<file path="src/sv/sg3d_lane.sv">
// ----------------------------------------------------------------------------
// sg3d_lane
// One multiply lane: data times coefficient, product registered.
// ----------------------------------------------------------------------------
module sg3d_lane #(
	parameter int DATA_BITS = 48,
	parameter int COEF_W    = 17
) (
	input  logic                               clk,
	input  logic signed [DATA_BITS-1:0]        data,
	input  logic signed [COEF_W-1:0]           coef,
	output logic signed [DATA_BITS+COEF_W-1:0] prod_s1
);

	// registered product
	always_ff @(posedge clk) begin
		prod_s1 <= (DATA_BITS+COEF_W)'(data) * (DATA_BITS+COEF_W)'(coef);
	end

endmodule

</file>
<file path="config.mk">
export PLATFORM = sky130hd
export DESIGN_NAME = sg3d_lane
export DESIGN_NICKNAME = d
export VERILOG_FILES = /design/src/sv/sg3d_lane.sv
export SDC_FILE = /design/constraint.sdc
export NUM_CORES = 2
export LEC_CHECK = 0
export BUFFER_PORTS_ARGS = -buffer_cell sky130_fd_sc_hd__buf_2
export CAP_MARGIN = 40
export CELL_PAD_IN_SITES_DETAIL_PLACEMENT = 1
export CELL_PAD_IN_SITES_GLOBAL_PLACEMENT = 1
export CORE_MARGIN = 3
export CORE_UTILIZATION = 46
export CTS_BUF_LIST = sky130_fd_sc_hd__clkbuf_4 sky130_fd_sc_hd__clkbuf_8
export DETAILED_ROUTE_END_ITERATION = 12
export PLACE_DENSITY_LB_ADDON = 0.1
export RECOVER_POWER = 50
export SKIP_LAST_GASP = 1
export SLEW_MARGIN = 20
export SYNTH_ARGS = -nofsm -noshare
export SYNTH_HDL_FRONTEND = slang
export SYNTH_SLANG_ARGS = --single-unit
export TNS_END_PERCENT = 5
</file>
<file path="constraint.sdc">
create_clock -name clk -period 7.4 [get_ports clk]
set_input_delay 1.48 -clock clk [delete_from_list [all_inputs] [get_ports clk]]
set_output_delay 1.48 -clock clk [all_outputs]
set_load 0.01 [all_outputs]
</file>
==> out/qor.log <==
INFO  status         run_status=finished, final reports clean
INFO  sta            layout_setup_ws=2.12ps
INFO  floorplan      top_level_ports=131
INFO  placement      place_congestion=0.937
INFO  drt            drt_iter0_drc=1259
INFO  clock_tree     cts-root-to-sink-buffers=2
INFO  sta            setup_viol=0
INFO  setup_path     end_kind=register
INFO  yosys          postSynth.topFlopCell=dfxtp_1
INFO  layout         layout-area-overhead-vs-synth=22.3%
INFO  layout         utilization=56.9%
INFO  worst_hold_path timing.hold.worst.class=input pin to register
INFO  sta            slew_headroom=32.6%
INFO  clock_tree     tritoncts_clock_tree=done
INFO  setup_path     most_prevalent_standard_cell_on_the_critical_path=fa_1
INFO  worst_hold_path min_delay_worst_endpoint=prod_s1[0]
INFO  setup_path     cp.required=7720ps
INFO  yosys          synth.top_cell.area_share=53.0%
INFO  drt            dr_total_vias=23340
INFO  sta            timing.final.hold_violations=0
INFO  global_routing grt_start_max_net_pins=32
INFO  global_routing gr-total-overflow=0
INFO  clock_tree     clock-sinks=65
INFO  setup_path     critPathBufInv=10
INFO  sta            fin_crit=7400ps
INFO  yosys          synth_area_per_cell=8.86um^2
INFO  drt            wirelength=98100um
INFO  drt            detail_route.vias_per_cell=5.12
INFO  clock_tree     post_cts_hold_buffer_count=0
INFO  job            max_cap_viol_count=0
INFO  worst_hold_path holdPathStages=3
INFO  setup_path     timing_worst_setup_path_type=input pin to register
INFO  floorplan      rows=91
INFO  drt            routed_wire_length_per_instance=21.5um
INFO  sta            timing.final.max_slew_violations=0
INFO  floorplan      die_h=256um
INFO  yosys          netlist_top_cells_area=fa_1, inv_1, nand2_1, and2_1, ha_1
INFO  placement      place.detailed.instances=4503
INFO  global_routing via_count_of_the_first_global_routing_pass=27684
INFO  layout         final_layout_size_suffix_gt1_share=18.2%
INFO  sta            worst-slew-pin-transition=1010ps
INFO  clock_tree     cts_made_buffers=9
INFO  yosys          synth_largest_area_cell=fa_1
INFO  setup_path     worst_setup_path_start_kind=input pin
INFO  layout         finish.cell_count_without_fillers=4557
INFO  drt            drtPass1Iterations=5
INFO  placement      detailed_place_hpwl=82400um
INFO  setup_path     critical_path.top_delay_family=adder cells
INFO  setup_path     master_of_the_slowest_instance_on_the_critical_path=fa_1
INFO  yosys          postSynth.asyncResetShare=0%
INFO  yosys          synth.yosys.seq_area_share=4.52%
INFO  layout         largest_register_ffs=65
INFO  setup_path     cp_data_arrival_time=7720ps
INFO  yosys          syn_inst=3246
INFO  yosys          synth_edf_count=0
INFO  global_routing groute.usage.overall=30.1%
INFO  worst_hold_path hold_path_startpoint=data[0]
INFO  placement      dpl_worst_slack=-1440ps
INFO  floorplan      initial_utilization=46.5%
INFO  placement      io_buffer_count=130
INFO  layout         reg.largest.list=prod_s1 (65)
INFO  clock_tree     cts_htree_levels=3
INFO  yosys          synth.distinct_cells=63
INFO  yosys          synthesis.area=28800um^2
INFO  floorplan      core_area=61800um^2
INFO  drt            antenna_left=0
INFO  drt            drc_errors=0
INFO  clock_tree     cts_root_buf=clkbuf_8
INFO  setup_path     cpPeakStageDelay=600ps
INFO  clock_tree     cts.reportedPaths.clkPinSlew=100ps
INFO  yosys          synth_warnings=0
INFO  layout         fin_nets=4687
INFO  setup_path     timing.critical_path.fanout_max=7
INFO  floorplan      area_of_the_die=65600um^2
INFO  sta            clock.fmax=0.135GHz
INFO  global_routing number_of_antenna_violations_at_the_first_check_in_global_routing=1
INFO  sta            layout_worst_path_cycle_share=100%
INFO  layout         register_with_the_most_flip_flops=prod_s1
INFO  sta            rsz0062_at_grt=yes
INFO  floorplan      chipWidth=256um
INFO  yosys          postSynthRegisterBits=65
INFO  global_routing grt_pass1_wl=153000um
INFO  yosys          syn-num-nets=4220
-- how the worst max path moves through the flow --
stage	to	startpoint	cells past startpoint	slack, ps
floorplan	prod_s1[57]	coef[3]	23	20
global placement	prod_s1[56]	coef[5]	28	-1360
detailed placement	prod_s1[64]	coef[2]	25	-1440
CTS	prod_s1[57]	coef[2]	26	-70
global route	prod_s1[63]	coef[12]	27	-140
finish	prod_s1[63]	coef[12]	27	2
-- cell type report --
class	instances	area, um^2
Clock inverter	4	50.0
Sequential cell	65	1300
Tap cell	837	1050
Multi-Input combinational cell	2178	24300
Clock buffer	12	165
Antenna cell	2	5.00
Timing Repair Buffer	604	5060
Fill cell	7174	26600
Inverter	855	3210
-- cell usage in the layout, fill, tap and decap left out, types with 5 or more instances in the layout --
cell	n
a21o_1	24
a21oi_1	58
a21oi_2	16
and2_1	299
and3_1	5
buf_12	41
buf_2	39
buf_4	422
buf_6	13
buf_8	7
clkbuf_1	57
clkbuf_16	8
clkbuf_4	13
clkbuf_8	12
dfxtp_1	65
fa_1	746
fa_2	15
ha_1	126
ha_4	18
inv_1	848
inv_2	6
nand2_1	512
nand2b_1	12
nand3_1	12
nand4_1	15
nor2_1	80
nor2_2	7
nor2b_1	6
nor3_1	13
o21a_1	5
o21ai_0	33
o21ai_1	7
o21bai_1	14
xnor2_1	47
xor2_1	15
-- Yosys cell counts (2+ instances only) --
cell	count
a21boi_0	3
o211ai_1	3
a2111oi_0	3
a21o_1	26
nor4_1	3
clkbuf_1	142
o31a_1	3
nor3_1	15
and4_1	2
o31ai_1	4
and3_1	6
nand2b_1	12
buf_1	5
dfxtp_1	65
ha_1	147
o21bai_1	14
nand3_1	13
nand3b_1	3
o311ai_0	3
o21ai_0	44
nor2_1	90
inv_1	854
nor2b_1	6
nand4_1	15
nor3b_1	2
nand2_1	515
xor2_1	15
fa_1	761
and2_1	304
xnor2_1	47
a41oi_1	2
a21oi_1	77
o21a_1	5
a31oi_1	5
a211oi_1	3
or3_1	2
-- metal layers --
metal	up-vias	wire length, um	global-route usage [%]
li1	10235	-	-
met1	12315	39100	39.0
met2	624	48900	51.9
met3	166	6940	5.38
met4	0	3130	8.31
met5	-	0	0
-- repair_timing --
action,4_1_cts,5_1_grt
setup endpoints to repair,37,30
pin swaps,4,86
hold endpoints to repair,0,0
gates resized for setup,75,178
cloned,0,8
setup buffers,2,26
-- stage by stage --
step,TNS (ps),area (um^2),hold slack (ps)
after floorplan,0,28800,1610
after detailed placement,-39880,33500,1880
after global placement,-36980,33500,1880
after global routing,-1400,35200,1510
final,0,35200,1510
after CTS,-338,34100,1490
-- tightest hold or removal path: stages --
cell and delay [ps]:
buf_2 90, buf_4 190, and2_1 140
-- kinds of logic after synthesis --
| kind of cell | after synthesis | synth area share, % |
|---|---|---|
| adders and majority gates | 908 | 59.4 |
| AOI/OAI and AO/OA | 214 | 4.80 |
| xor gates and xnor gates | 62 | 1.89 |
| and+or+nand+nor | 993 | 16.3 |
| DFF | 65 | 4.52 |
| buffers and inverters | 1003 | 13.1 |
| muxes | 1 | 0.0348 |
Power is not shown: default switching activity piles up to over one toggle a cycle in this logic, so the estimate is an artifact.
